## config.mk

```make
export PLATFORM = sky130hd
export DESIGN_NAME = stream_find_replace_core
export DESIGN_NICKNAME = d
export VERILOG_FILES = /design/src/sfr_pkg.sv /design/src/sfr_cell.sv /design/src/sfr_seq.sv /design/src/stream_find_replace_core.sv
export SDC_FILE = /design/constraint.sdc
export NUM_CORES = 1
export LEC_CHECK = 0
export ABC_AREA = 1
export BUFFER_PORTS_ARGS = -buffer_cell sky130_fd_sc_hd__buf_2
export CORE_MARGIN = 2
export CORE_UTILIZATION = 26
export DETAILED_ROUTE_END_ITERATION = 8
export SLEW_MARGIN = 15
export SYNTH_ARGS = -nofsm -noshare
export SYNTH_HDL_FRONTEND = slang
export SYNTH_SLANG_ARGS = --single-unit
```

## constraint.sdc

```tcl
create_clock -name clk -period 3.6 [get_ports clk]
set_input_delay 0.72 -clock clk [delete_from_list [all_inputs] [get_ports clk]]
set_output_delay 0.72 -clock clk [all_outputs]
set_load 0.02 [all_outputs]
```

## src/sfr_pkg.sv

```systemverilog
// ----------------------------------------------------------------------------
// sfr_pkg
// Shared types and constants for the streaming find-and-replace block.
// ----------------------------------------------------------------------------
package sfr_pkg;

	localparam int MaxPattern = 16;
	localparam int MaxReplace = 16;
	localparam int CountW     = $clog2(MaxPattern + 1);
	localparam int IdxW       = $clog2(MaxPattern);
	localparam int RIdxW      = $clog2(MaxReplace + 1);
	localparam int CfgIdxW    = 3;
	localparam int CfgDataW   = 64;
	localparam int LenW       = 5;

	localparam logic [7:0] Newline = 8'h0A;

	typedef enum logic [CfgIdxW-1:0] {
		CfgPatternLen = 3'd0,
		CfgPatternLo  = 3'd1,
		CfgPatternHi  = 3'd2,
		CfgReplaceLen = 3'd3,
		CfgReplaceLo  = 3'd4,
		CfgReplaceHi  = 3'd5
	} cfg_reg_t;

	typedef struct packed {
		logic [7:0] in_char;
		logic       end_of_stream;
	} in_word_t;

	typedef struct packed {
		logic [7:0] out_char;
		logic       run_last;
		logic       stream_done;
	} out_word_t;

	typedef struct packed {
		logic shift;
		logic load;
	} cell_ctrl_t;

	typedef enum logic [2:0] {
		SeqIdle,
		SeqPre,
		SeqCheck,
		SeqRepl,
		SeqFlush,
		SeqFin
	} seq_state_t;

endpackage

```

## src/sfr_cell.sv

```systemverilog
// ----------------------------------------------------------------------------
// sfr_cell
// One pending-byte cell: holds a byte, shifts from its neighbor, compares
// against the pattern byte at its position.
// ----------------------------------------------------------------------------
module sfr_cell import sfr_pkg::*; (
	input  logic       clk,
	input  cell_ctrl_t ctrl,
	input  logic       sel,
	input  logic [7:0] load_char,
	input  logic [7:0] next_char,
	input  logic [7:0] pat_char,
	input  logic       in_use,
	output logic [7:0] cell_char,
	output logic       hit
);

	logic [7:0] char_q;

	always_ff @(posedge clk) begin
		if (ctrl.load && sel) begin
			char_q <= load_char;
		end else if (ctrl.shift) begin
			char_q <= next_char;
		end
	end

	assign cell_char = char_q;
	assign hit       = !in_use || (char_q == pat_char);

endmodule

```

## src/sfr_seq.sv

```systemverilog
// ----------------------------------------------------------------------------
// sfr_seq
// Sequencer: accepts words, drives the cell chain, emits bytes through a
// one-byte hold stage and an output register.
// ----------------------------------------------------------------------------
module sfr_seq import sfr_pkg::*; (
	input  logic              clk,
	input  logic              arst_n,
	input  logic              in_valid,
	output logic              in_ready,
	input  in_word_t          in_data,
	output logic              out_valid,
	input  logic              out_ready,
	output out_word_t         out_data,
	input  logic [LenW-1:0]   plen,
	input  logic [LenW-1:0]   rlen,
	input  logic [7:0]        repl_char,
	input  logic [7:0]        head_char,
	input  logic              all_hit,
	output cell_ctrl_t        ctrl,
	output logic [7:0]        load_char,
	output logic [CountW-1:0] count,
	output logic [RIdxW-1:0]  repl_idx
);

	seq_state_t        state_q, state_d;
	logic [CountW-1:0] count_q, count_d;
	logic [RIdxW-1:0]  repl_idx_q, repl_idx_d;
	logic              hold_valid_q, hold_valid_d;
	logic [7:0]        hold_char_q, hold_char_d;
	logic              out_valid_q;
	out_word_t         out_word_q;
	logic [7:0]        char_q;
	logic              eos_q;
	logic              accept;
	logic              can_push;
	logic              stall;
	logic              emit;
	logic [7:0]        emit_char;
	logic              push;
	out_word_t         push_word;
	logic [7:0]        end_state_char;
	seq_state_t        after_match;

	assign accept   = in_ready && in_valid;
	assign can_push = !out_valid_q || out_ready;
	assign stall    = hold_valid_q && !can_push;

	assign end_state_char = char_q;
	assign after_match    = (end_state_char == Newline) ? SeqFlush : SeqFin;

	always_ff @(posedge clk or negedge arst_n) begin
		if (!arst_n) begin
			state_q      <= SeqIdle;
			count_q      <= '0;
			repl_idx_q   <= '0;
			hold_valid_q <= 1'b0;
			out_valid_q  <= 1'b0;
		end else begin
			state_q      <= state_d;
			count_q      <= count_d;
			repl_idx_q   <= repl_idx_d;
			hold_valid_q <= hold_valid_d;
			if (push) begin
				out_valid_q <= 1'b1;
			end else if (out_ready) begin
				out_valid_q <= 1'b0;
			end
		end
	end

	always_ff @(posedge clk) begin
		hold_char_q <= hold_char_d;
		if (push) begin
			out_word_q <= push_word;
		end
		if (accept) begin
			char_q <= in_data.in_char;
			eos_q  <= in_data.end_of_stream;
		end
	end

	always_comb begin
		state_d      = state_q;
		count_d      = count_q;
		repl_idx_d   = repl_idx_q;
		hold_valid_d = hold_valid_q;
		hold_char_d  = hold_char_q;
		in_ready     = 1'b0;
		ctrl         = '0;
		load_char    = char_q;
		emit         = 1'b0;
		emit_char    = head_char;
		push         = 1'b0;
		push_word    = '{out_char: hold_char_q, run_last: 1'b0, stream_done: 1'b0};

		case (state_q)
			SeqIdle: begin
				in_ready  = 1'b1;
				load_char = in_data.in_char;
				if (in_valid) begin
					if (in_data.end_of_stream) begin
						state_d = SeqFlush;
					end else if (count_q >= plen) begin
						state_d = SeqPre;
					end else begin
						ctrl.load = 1'b1;
						count_d   = count_q + 1'b1;
						state_d   = SeqCheck;
					end
				end
			end
			SeqPre: begin
				if (count_q == '0) begin
					ctrl.load = 1'b1;
					count_d   = CountW'(1);
					state_d   = SeqCheck;
				end else begin
					emit = 1'b1;
					if (!stall) begin
						ctrl.shift = 1'b1;
						count_d    = count_q - 1'b1;
					end
				end
			end
			SeqCheck: begin
				if (all_hit) begin
					if (count_q == plen) begin
						count_d    = '0;
						repl_idx_d = '0;
						state_d    = SeqRepl;
					end else begin
						state_d = after_match;
					end
				end else begin
					emit = 1'b1;
					if (!stall) begin
						ctrl.shift = 1'b1;
						count_d    = count_q - 1'b1;
					end
				end
			end
			SeqRepl: begin
				if (repl_idx_q == rlen) begin
					state_d = after_match;
				end else begin
					emit      = 1'b1;
					emit_char = repl_char;
					if (!stall) begin
						repl_idx_d = repl_idx_q + 1'b1;
					end
				end
			end
			SeqFlush: begin
				if (count_q == '0) begin
					state_d = SeqFin;
				end else begin
					emit = 1'b1;
					if (!stall) begin
						ctrl.shift = 1'b1;
						count_d    = count_q - 1'b1;
					end
				end
			end
			SeqFin: begin
				if (!hold_valid_q) begin
					state_d = SeqIdle;
				end else if (can_push) begin
					push         = 1'b1;
					push_word    = '{out_char: hold_char_q, run_last: 1'b1,
						stream_done: eos_q};
					hold_valid_d = 1'b0;
					state_d      = SeqIdle;
				end
			end
			default: begin
				state_d = SeqIdle;
			end
		endcase

		// a new byte pushes the held one out; the held one is final only in SeqFin
		if (emit && !stall) begin
			if (hold_valid_q) begin
				push = 1'b1;
			end
			hold_char_d  = emit_char;
			hold_valid_d = 1'b1;
		end
	end

	assign out_valid = out_valid_q;
	assign out_data  = out_word_q;
	assign count     = count_q;
	assign repl_idx  = repl_idx_q;

endmodule

```

## src/stream_find_replace_core.sv

```systemverilog
// ----------------------------------------------------------------------------
// stream_find_replace_core
// Streaming find-and-replace: a chain of pending-byte cells matched against
// the configured pattern, with replacement and per-line flush.
//
//   channel  dir  handshake              payload
//   in       in   in_valid / in_ready    in_data  (in_char, end_of_stream)
//   out      out  out_valid / out_ready  out_data (out_char, run_last,
//                                                  stream_done)
//   cfg      in   cfg_en                 cfg_index, cfg_data
//
// One word at a time: a byte that emits nothing passes accept, chain check
// and finish; a replacement, a line flush or a flush ahead of a shortened
// pattern passes through SeqRepl, SeqFlush or SeqPre as well.
// The sequencer steps the cell chain one shift per cycle while not stalled.
// Output bytes pass a one-byte hold stage so the last byte can be marked.
// A stalled output holds the sequencer; in_ready is high only between words.
// Reset clears control and config state (pattern len 1); no clearing pass.
// ----------------------------------------------------------------------------
module stream_find_replace_core import sfr_pkg::*; (
	input  logic                clk,
	input  logic                arst_n,
	input  logic                in_valid,
	output logic                in_ready,
	input  in_word_t            in_data,
	output logic                out_valid,
	input  logic                out_ready,
	output out_word_t           out_data,
	input  logic                cfg_en,
	input  logic [CfgIdxW-1:0]  cfg_index,
	input  logic [CfgDataW-1:0] cfg_data
);

	logic [LenW-1:0]     pattern_len_q;
	logic [CfgDataW-1:0] pattern_lo_q;
	logic [CfgDataW-1:0] pattern_hi_q;
	logic [LenW-1:0]     replace_len_q;
	logic [CfgDataW-1:0] replace_lo_q;
	logic [CfgDataW-1:0] replace_hi_q;

	logic [LenW-1:0]              plen;
	logic [LenW-1:0]              rlen;
	logic [MaxPattern-1:0][7:0]   pat_bytes;
	logic [MaxReplace-1:0][7:0]   repl_bytes;
	logic [MaxPattern-1:0][7:0]   cell_chars;
	logic [MaxPattern-1:0][7:0]   next_chars;
	logic [MaxPattern-1:0]        hits;
	cell_ctrl_t                   ctrl;
	logic [7:0]                   load_char;
	logic [CountW-1:0]            count;
	logic [RIdxW-1:0]             repl_idx;
	logic [7:0]                   repl_char;

	always_ff @(posedge clk or negedge arst_n) begin
		if (!arst_n) begin
			pattern_len_q <= LenW'(1);
			pattern_lo_q  <= '0;
			pattern_hi_q  <= '0;
			replace_len_q <= '0;
			replace_lo_q  <= '0;
			replace_hi_q  <= '0;
		end else if (cfg_en) begin
			case (cfg_reg_t'(cfg_index))
				CfgPatternLen: pattern_len_q <= cfg_data[LenW-1:0];
				CfgPatternLo:  pattern_lo_q  <= cfg_data;
				CfgPatternHi:  pattern_hi_q  <= cfg_data;
				CfgReplaceLen: replace_len_q <= cfg_data[LenW-1:0];
				CfgReplaceLo:  replace_lo_q  <= cfg_data;
				CfgReplaceHi:  replace_hi_q  <= cfg_data;
				default: ;
			endcase
		end
	end

	always_comb begin
		if (pattern_len_q == '0) begin
			plen = LenW'(1);
		end else if (pattern_len_q > LenW'(MaxPattern)) begin
			plen = LenW'(MaxPattern);
		end else begin
			plen = pattern_len_q;
		end
		if (replace_len_q > LenW'(MaxReplace)) begin
			rlen = LenW'(MaxReplace);
		end else begin
			rlen = replace_len_q;
		end
	end

	assign pat_bytes  = {pattern_hi_q, pattern_lo_q};
	assign repl_bytes = {replace_hi_q, replace_lo_q};
	assign repl_char  = repl_bytes[repl_idx[IdxW-1:0]];

	genvar gi;
	generate
		for (gi = 0; gi < MaxPattern; gi++) begin : g_cell
			if (gi == MaxPattern - 1) begin : g_tail
				assign next_chars[gi] = cell_chars[gi];
			end else begin : g_body
				assign next_chars[gi] = cell_chars[gi+1];
			end

			sfr_cell u_cell (
				.clk       (clk),
				.ctrl      (ctrl),
				.sel       (count[IdxW-1:0] == IdxW'(gi)),
				.load_char (load_char),
				.next_char (next_chars[gi]),
				.pat_char  (pat_bytes[gi]),
				.in_use    (CountW'(gi) < count),
				.cell_char (cell_chars[gi]),
				.hit       (hits[gi])
			);
		end
	endgenerate

	sfr_seq u_seq (
		.clk       (clk),
		.arst_n    (arst_n),
		.in_valid  (in_valid),
		.in_ready  (in_ready),
		.in_data   (in_data),
		.out_valid (out_valid),
		.out_ready (out_ready),
		.out_data  (out_data),
		.plen      (plen),
		.rlen      (rlen),
		.repl_char (repl_char),
		.head_char (cell_chars[0]),
		.all_hit   (&hits),
		.ctrl      (ctrl),
		.load_char (load_char),
		.count     (count),
		.repl_idx  (repl_idx)
	);

endmodule
```

Word level (Yosys, flattened, before mapping)
Index checks and enable logic that the tools add are counted.
- word-level logic and storage cells: 294
- output and inout port bits: 12
- bits of input ports: 81
- register bits after elaboration: 436
- mux-type cells: 89
- eq/ne operators: 57
- magnitude comparators: 20
- $add $sub $neg: 3
- reduce and logical (&&, ||, !) cells: 92
- operators by type and width (cell ; count):
    $mux 8 ; 34
    $eq 8x8->1 ; 16
    $mux 5 ; 14
    $lt 4x5->1 const A ; 8
    $reduce_bool 2->1 ; 18
    $bmux 8 s4 ; 1
    $eq 4x4->1 const B ; 8
    $mux 3 ; 9
    $mux 1 ; 23
    $lt 3x5->1 const A ; 4
    $pmux 5 s4 ; 1
    $logic_and 1x1->1 ; 19
    $logic_not 1->1 ; 19
    $pmux 3 s6 ; 1
    $logic_or 1x1->1 ; 17
    $eq 4x3->1 const B ; 4
    $reduce_and 16->1 ; 1
    $reduce_and 2->1 ; 7
    $eq 3x2->1 const B ; 4
    $eq 3x3->1 const B ; 4
    $ne 2x2->1 const B ; 6
    $reduce_and 6->1 ; 2
    $add 5x1->5 const B ; 2
    $eq 5x5->1 ; 2
    23 further kinds ; 37

Depth between registers and ports, before layout
Gate-level depths: netlist of run 1.
- depth in word-level cells: 10
- depth in mapped cells: 17
- gate-level depth less buffers: 17

Hierarchy
A second synthesis of run 1 with hierarchy kept.
- cells, all modules: 2540
- area, all modules: 22482.8 µm²
- modules (own cells, without submodules) (module ; instances ; area an instance (µm²) ; seq. area each (µm²) ; cells an instance):
    stream_find_replace_core ; 1 ; 11528.6 ; 6657.6 ; 1398
    sfr_cell ; 16 ; 519.2 ; 240.2 ; 51
    sfr_seq ; 1 ; 2646.3 ; 1186.1 ; 326

Least setup slack after synthesis of run 1
OpenSTA, ideal clock, no wires.
- kind: reg-to-reg
- start: register pattern_len_q[0]
- end: register g_cell[15].u_cell.char_q[0] (enable)
- setup slack: 0.586 ns
- library setup time: 0.370 ns
- arrival time: 2.643 ns
- clock period less this slack: 3.014 ns
- required time: 3.230 ns
- cell stages (with the launch flop): 15
- cell sequence: dfstp_2 > or4_1 > nand2_1 > nand2_1 > ha_1 > nand2_1 > nor2_1 > nand2_1 > o2111ai_1 > nor2_1 > nand2_1 > nand2_4 > buf_12 > nand2_1 > nor2_1
- word-level cells in the longest chain between the ends: 9
- RTL lines (element ; RTL line ; source):
    from (decl) ; stream_find_replace_core.sv:34 ; logic [LenW-1:0] pattern_len_q;
    from (signal assigned) ; stream_find_replace_core.sv:56 ; pattern_len_q <= LenW'(1);
    from (signal assigned) ; stream_find_replace_core.sv:64 ; CfgPatternLen: pattern_len_q <= cfg_data[LenW-1:0];
    $gt 5x5->1 ; stream_find_replace_core.sv:78 ; end else if (pattern_len_q > LenW'(MaxPattern)) begin
    $mux 5 ; stream_find_replace_core.sv:78 ;
    $mux 5 (*) ; stream_find_replace_core.sv:76 ; if (pattern_len_q == '0) begin
    $ge 5x5->1 (*) ; sfr_seq.sv:104 ; end else if (count_q >= plen) begin
    $mux 1 (*) ; sfr_seq.sv:104 ;
    $mux 1 (*) ; sfr_seq.sv:102 ; if (in_data.end_of_stream) begin
    $mux 1 (*) ; sfr_seq.sv:101 ; if (in_valid) begin
    $pmux 1 s2 (*) ; sfr_seq.sv:97 ; case (state_q)
    $logic_and 1x1->1 (*) ; sfr_cell.sv:21 ; if (ctrl.load && sel) begin
    to (signal assigned) ; sfr_cell.sv:22 ; char_q <= load_char;
    to (signal assigned) ; sfr_cell.sv:24 ; char_q <= next_char;
    to (decl) ; sfr_cell.sv:18 ; logic [7:0] char_q;
Every way passes the cells marked *; elsewhere a longest branch is shown, timed or not.
A chain may end at the register's enable or synchronous reset.

Worst setup path after layout of run 1
- start: register pattern_len_q[3]
- end: register g_cell[14].u_cell.char_q[4] (data pin)
- word-level cells in the longest chain between the ends: 10
- RTL lines (element ; RTL line):
    $gt 5x5->1 ; stream_find_replace_core.sv:78
    $mux 5 ; stream_find_replace_core.sv:78
    $mux 5 (*) ; stream_find_replace_core.sv:76
    $ge 5x5->1 (*) ; sfr_seq.sv:104
    $mux 1 (*) ; sfr_seq.sv:104
    $mux 1 (*) ; sfr_seq.sv:102
    $mux 1 (*) ; sfr_seq.sv:101
    $pmux 1 s2 (*) ; sfr_seq.sv:97
    $logic_and 1x1->1 (*) ; sfr_cell.sv:21
    $mux 8 (*) ; sfr_cell.sv:21
    to (signal assigned) ; sfr_cell.sv:22
    to (signal assigned) ; sfr_cell.sv:24
    to (decl) ; sfr_cell.sv:18
Marks and branches as above.

==> results.md, run 1 <==
- Outcome: complete, no violations
- Vias/cell: about 4.5
- Final #Nets: around 2400
- Switching power total: 0.00756 W
- Vias in the first global route: around 15000
- RSZ-0062 raised after global routing: false
- Endpoints failing hold: 0
- Initial drt markers: roughly 1500
- Pins Over Slew Limit: 0
- Async SR Flop Fraction: 64.4%
- Seq/Total Area, Yosys: 56.6%
- Max IR drop VDD: ~0.36 mV
- Root buf cell: clkbuf_16
- Synth Register Bits: around 440
- Die Area: around 82000 um^2
- Detailed Routing Iterations Pass 1: 6
- Worst slew pin tran: between 1 and 1.5 ns
- Crit-path max FO: 16
- CP Buf/Inv Count: 2
- First-pass GRT wire length: 91900 um
- Gr usage total: between 10 and 15%
- Fin crit period: around 3.3 ns
- Detailed Place HPWL: 42800 um
- Via count: approximately 16000
- Core area: 78900 um^2
- Pwr dens: slightly above 800 nW/um^2
- Comb power frac: 32.3%
- Area Growth Syn to Fin: 14.9%
- Number of flops mapped to enable cells by yosys: between 150 and 200
- Kind of critical path: flop to flop
- DP Worst Slack: between 0.2 and 0.3 ns
- Total detailed-routing wirelength: around 60000 um
- Final Util: between 30% and 40%
- Die Height: approximately 290 um
- Floorplan row count: a little over 100
- TritonCTS clock tree: built
- Total grt overflow: 0
- Slew margin rel.: a little over a quarter
- CTS H-tree depth: 2
- Max cap viols: 0
- Most common cell after layout, fill and taps aside: nand2_1
- Antenna diode count: 0
- CP top delay family: simple AND/OR/NAND/NOR gates
- Switch share: 38.3%
- I/O pins: 93
- Clock network power share: around a quarter
- Hold Buf Count CTS: 0
- Synthesized Nets: 2361
- CP most frequent cell: nand2_1
- Pin count of the biggest net entering global routing: 129
- HP Class: input port to asynchronous set/reset pin
- Worst setup margin: 0.276 ns
- Clk slew on worst S/H paths: 0.06 ns
- Cell variety after synth: 54
- Synthesized area: 20700 um^2
- Die width: about 290 um
- Routed WL per cell: approximately 18 um
- Int Pwr: around 0.012 W
- Drt drc: 0
- Synth warn: 0
- Fmax: between 300 and 400 MHz
- CP cell instances: or4_1 > nand2_1 > nand2_1 > ha_1 > nand2_1 > nor2_1 > nand2_1 > o2111ai_1 > nor2_1 > nand2_1 > nand2_4 > buf_4 > nand3_2 > buf_4 > nand2_1 > o21ai_0
- Initial antenna violation count: 3
- Routability-driven placement congestion ratio: 0.867
- Layout cell share with drive strength beyond 1: between 10% and 20%
- Final ANT Viol Nets: 0
- CP max stage delay: about 0.53 ns
- Setup TNS: 0 ns
- Longest Clk Path Bufs: 3
- Dominant synthesized flop cell: dfrtp_1
- Leak: ~10 nW
- Syn avg cell area: roughly 9.1 um^2
- Clk sinks: approximately 440
- Crit-path slowest cell: or4_1
- CP startpoint kind: flop
- Data arrival, critical path: between 3 and 4 ns
- Total clock buffers created by CTS: 46
- Cell count after synthesis: 2269
- Fin crit share: between 90% and 100%
- CP Capture Type: flop
- Clk_skew: between 0.04 and 0.05 ns
- Initial Utilization: a little over a quarter
- Most frequent cells in the layout: nand2_1 (642), o21ai_0 (348), dfrtp_1 (278)
- Final setup fails: 0
- Sequential group share of total power: between 40% and 50%
- IO buf count: between 90 and 100
- Req. time, crit path: a little under 4 ns
- Clk Latency, worst-skew pair: around 0.60 ns
-- layer usage --
layer,part of all wire (%),up-vias,global-route usage (%)
met4,3.2,0,5.39
met5,0,-,0
met1,45,7365,20.0
met3,7.6,101,3.74
met2,44,453,22.7
li1,-,7597,-
-- state kept, by name (all words and copies together) (netlist names) --
register,flops
g_cell.u_cell.cell_char,128
pattern_hi_q,64
pattern_len_q,5
pattern_lo_q,64
replace_hi_q,64
replace_len_q,5
replace_lo_q,64
u_seq.char_q,8
u_seq.count,5
u_seq.eos_q,1
u_seq.hold_char_q,8
u_seq.hold_valid_q,1
u_seq.out_data,10
u_seq.out_valid,1
u_seq.repl_idx,5
u_seq.state_q,3
-- power groups by stage --
stage               Clock (W)  Sequential, W  Combinational [W]
floorplan                   0        0.00814            0.00463
global placement            0        0.00871            0.00625
detailed placement          0        0.00872            0.00633
CTS                   0.00481        0.00864            0.00637
global route          0.00502        0.00881            0.00721
finish                0.00472        0.00865            0.00637
-- final timing paths --
check / startpoint / endpoint / slack [ns] / depth (start not counted)
max reg2reg: pattern_len_q[3] / g_cell[14].u_cell.cell_char[4] / 0.28 / 16
max in group asynchronous: arst_n / pattern_lo_q[50] / 2.53 / 2
min reg2reg: u_seq.hold_char_q[7] / u_seq.out_data[9] / 0.41 / 0
min in group clk: in_data[7] / u_seq.char_q[6] / 0.33 / 1
max: pattern_len_q[3] / g_cell[14].u_cell.cell_char[4] / 0.28 / 16
min: arst_n / replace_lo_q[11] / 0.11 / 1
-- synthesized netlist by cell type (3+ instances only) --
library cell | instances | area (um^2)
a21oi_1 | 19 | 95.1
a221oi_1 | 8 | 70.1
buf_1 | 4 | 15.0
buf_2 | 11 | 55.1
buf_4 | 3 | 22.5
buf_6 | 9 | 101
clkbuf_1 | 82 | 308
dfrtp_1 | 280 | 7010
edfxtp_1 | 155 | 4650
ha_1 | 11 | 138
inv_1 | 153 | 574
inv_2 | 9 | 33.8
nand2_1 | 648 | 2430
nand2_2 | 12 | 75.1
nand2_4 | 3 | 33.8
nand3_1 | 30 | 150
nand3_2 | 6 | 60.1
nand3_4 | 9 | 158
nor2_1 | 177 | 664
nor2_2 | 7 | 43.8
nor2_4 | 6 | 67.6
nor3_1 | 4 | 20.0
o21a_1 | 4 | 30.0
o21ai_0 | 348 | 1740
o21ai_1 | 87 | 435
o32ai_1 | 32 | 280
xnor2_1 | 113 | 990
xor2_1 | 8 | 70.1
-- cell type report --
| class | instances | area, um^2 |
|---|---|---|
| fill | 8268 | 55100 |
| clock buffer | 61 | 1220 |
| sequential | 436 | 11700 |
| inverter | 166 | 627 |
| tap | 1050 | 1310 |
| clock inverter | 24 | 250 |
| multi-input combinational | 1556 | 7850 |
| timing repair buffer | 127 | 787 |
-- logic make-up after synthesis --
logic type | share of synthesized area [%]
AND/OR/NAND/NOR | 18.7
AO/OA/AOI/OAI | 13.3
flip-flops | 56.6
buffers and inverters | 5.63
XOR/XNOR | 5.13
adder cells (fa/ha/maj) | 0.666
-- stage by stage --
stage	instance area (um^2)	hold WS (ns)	power, W	cells
3_3_place_gp	22300	0.404	0.0150	3335
3_5_place_dp	22300	0.407	0.0150	3335
2_1_floorplan	20700	0.400	0.0128	2269
5_1_grt	23700	0.165	0.0210	3420
6_report	23700	0.114	0.0197	3420
4_1_cts	23700	0.125	0.0198	3420
-- what timing repair did --
action,in CTS,in global routing
endpoints found under the setup margin,0,16
resized for setup,0,3
setup buffers,0,0
(Power assumes the default switching activity.)
==> inputs of run 2 (changes only) <==
--- a/config.mk
+++ b/config.mk
@@ -10,6 +10,7 @@
 export CORE_MARGIN = 2
 export CORE_UTILIZATION = 26
 export DETAILED_ROUTE_END_ITERATION = 8
+export MAX_ROUTING_LAYER = met4
 export SLEW_MARGIN = 15
 export SYNTH_ARGS = -nofsm -noshare
 export SYNTH_HDL_FRONTEND = slang
==> run 2 against run 1 <==
Net effect:
- final cell count unchanged
- global-route usage increased by 0.45 points
- register-to-register slack hardly changed
- combinational power barely moved
- sequential power about the same
- maximum frequency is essentially flat
- via count down 0.39%
- clock power is essentially flat
- non-clock buffer count stayed put
- critical endpoint unchanged
==> results.md, run 2 (synthesized netlist as in run 1, its figures left out) <==
- DP Worst Slack: 0.280 ns (unchanged)
- Root buf cell: clkbuf_16
- Floorplan row count: 103 (unchanged)
- Data arrival, critical path: 3.59 ns (about the same)
- Longest Clk Path Bufs: 3 (unchanged)
- Final #Nets: 2425 (unchanged)
- I/O pins: 93 (unchanged)
- Initial Utilization: 26.2% (unchanged)
- CP cell instances: or4_1 > nand2_1 > nand2_1 > ha_1 > nand2_1 > nor2_1 > nand2_1 > o2111ai_1 > nor2_1 > nand2_1 > nand2_4 > buf_4 > nand3_2 > buf_4 > nand2_1 > o21ai_0
- Worst setup margin: 0.277 ns (+0.000655 ns)
- Via count: 15500 (-0.39%)
- Fin crit period: 3.32 ns (-0.000655 ns)
- Crit-path slowest cell: or4_1
- CTS resizes: 0 (unchanged)
- Slew margin rel.: 25.4% (-1.1 points)
- CTS H-tree depth: 2 (unchanged)
- Met1 usage: 20.0% (about the same)
- WHS: 0.118 ns (+0.00345 ns)
- Final setup fails: 0 (unchanged)
- Die width: 286 um (unchanged)
- Setup TNS: 0 ns (unchanged)
- Total clock buffers created by CTS: 46 (unchanged)
- Outcome: complete, no violations
- Pwr dens: 832 nW/um^2 (about the same)
- Routed WL per cell: 17.5 um (+0.13%)
- Total grt overflow: 0 (unchanged)
- Layout cell share with drive strength beyond 1: 11.3% (unchanged)
- CP max stage delay: 0.53 ns (about the same)
- First-pass GRT wire length: 91900 um (about the same)
- Initial drt markers: 1413 (-6.0%)
- Drt drc: 0 (unchanged)
- Max IR drop VDD: 0.362 mV (-0.25%)
- Endpoints failing hold: 0 (unchanged)
- Most frequent cells in the layout: nand2_1 (642), o21ai_0 (348), dfrtp_1 (278)
- Met2 Usage GRT: 22.7% (-0.049 points)
- M3 GR Usage: 3.78% (+0.040 points)
- R2r endpoint: g_cell[14].u_cell.cell_char[4]
- Detailed Place HPWL: 42800 um (unchanged)
- Setup Buffers After CTS: 0 (unchanged)
- Max cap viols: 0 (unchanged)
- Vias/cell: 4.52 (-0.39%)
- Detailed Routing Iterations Pass 1: 5 (-1)
- HP Class: input port to asynchronous set/reset pin
- Pins Over Slew Limit: 0 (unchanged)
- Hold Buf Count CTS: 0 (unchanged)
- TritonCTS clock tree: built
- Initial antenna violation count: 3 (unchanged)
- IO buf count: 92 (unchanged)
- FF-to-FF path depth: 16 (unchanged)
- Most common cell after layout, fill and taps aside: nand2_1
- Fmax: 301 MHz (about the same)
- Die Height: 286 um (unchanged)
- R2R Setup Slk: 0.28 ns (about the same)
- Total detailed-routing wirelength: 60000 um (+0.13%)
- Req. time, crit path: 3.86 ns (about the same)
- Gr usage total: 15.2% (+0.45 points)
- RSZ-0062 raised after global routing: false
- Layer carrying the most global-route usage: met2
- Clk sinks: 436 (unchanged)
- Crit-path max FO: 16 (unchanged)
- Clk_skew: 0.0441 ns (+0.000371 ns)
- Worst Setup SP: pattern_len_q[3]
- Clk slew on worst S/H paths: 0.06 ns (about the same)
- R2R Path Start: pattern_len_q[3]
- CP startpoint kind: flop
- Antenna diode count: 0 (unchanged)
- Routability-driven placement congestion ratio: 0.881 (+1.6%)
- Worst slew pin tran: 1.12 ns (+0.0162 ns)
- Non-Filler Instances: 3420 (unchanged)
- Die Area: 81700 um^2 (unchanged)
- Clk Latency, worst-skew pair: 0.60 ns (about the same)
- Fin crit share: 92.3% (about the same)
- Pin count of the biggest net entering global routing: 129 (unchanged)
- Area Growth Syn to Fin: 14.9% (unchanged)
- Placed Cells: 3335 (unchanged)
- Max reg flops: 128 (unchanged)
- CP Capture Type: flop
- Vias in the first global route: 15000 (+0.020%)
- Final ANT Viol Nets: 0 (unchanged)
- Leak: 10.5 nW (unchanged)
- CP most frequent cell: nand2_1
- Kind of critical path: flop to flop
- Core area: 78900 um^2 (unchanged)
- Fillers: 8268 (unchanged)
==> run 2: how the worst max path moves through the flow <==
stage | end | cells after the start
floorplan | g_cell[15].u_cell.cell_char[0] | 14
global placement | g_cell[11].u_cell.cell_char[2] | 14
detailed placement | g_cell[13].u_cell.cell_char[4] | 14
CTS | g_cell[13].u_cell.cell_char[5] | 14
global route | g_cell[0].u_cell.cell_char[2] | 13
finish | g_cell[14].u_cell.cell_char[4] | 16
==> run 2: layout make-up <==
| type | instances | area [um^2] | share of cell area, % |
|---|---|---|---|
| Multi-Input combinational cell | 1556 | 7850 | 33.1 |
| Timing Repair Buffer | 127 | 787 | 3.32 |
| Sequential cell | 436 | 11700 | 49.3 |
| Tap cell | 1050 | 1310 | 5.54 |
| Inverter | 166 | 627 | 2.64 |
| Clock buffer | 61 | 1220 | 5.13 |
| Clock inverter | 24 | 250 | 1.05 |
==> run 2: metal layers <==
metal / routed length, um / vias up
met5: 0 / -
li1: - / 7589
met3: 4200 / 104
met1: 27300 / 7333
met2: 26600 / 429
met4: 1920 / 0
==> run 2: power breakdown <==
group	internal (W)	switching [W]	leakage, nW
registers	0.00725	0.00141	4.98
clock network	0.00268	0.00204	0.710
logic	0.00226	0.00411	4.78
==> run 2: worst max-delay path: cells and delay by family, from the launching register on <==
kind                       cells  cell delay, ns
adders and majority gates      1            0.27
and+or+nand+nor               11            1.60
DFF                            1            0.40
buffers and inverters          2            0.41
AOI/OAI and AO/OA              2            0.29
==> run 2: stage by stage <==
step           instance area [um^2]  util [%]  total power, W
3_5_place_dp                  22300      28.2          0.0150
4_1_cts                       23700      30.1          0.0198
3_3_place_gp                  22300      28.2          0.0150
5_1_grt                       23700      30.1          0.0210
2_1_floorplan                 20700         -          0.0128
6_report                      23700      30.1          0.0197
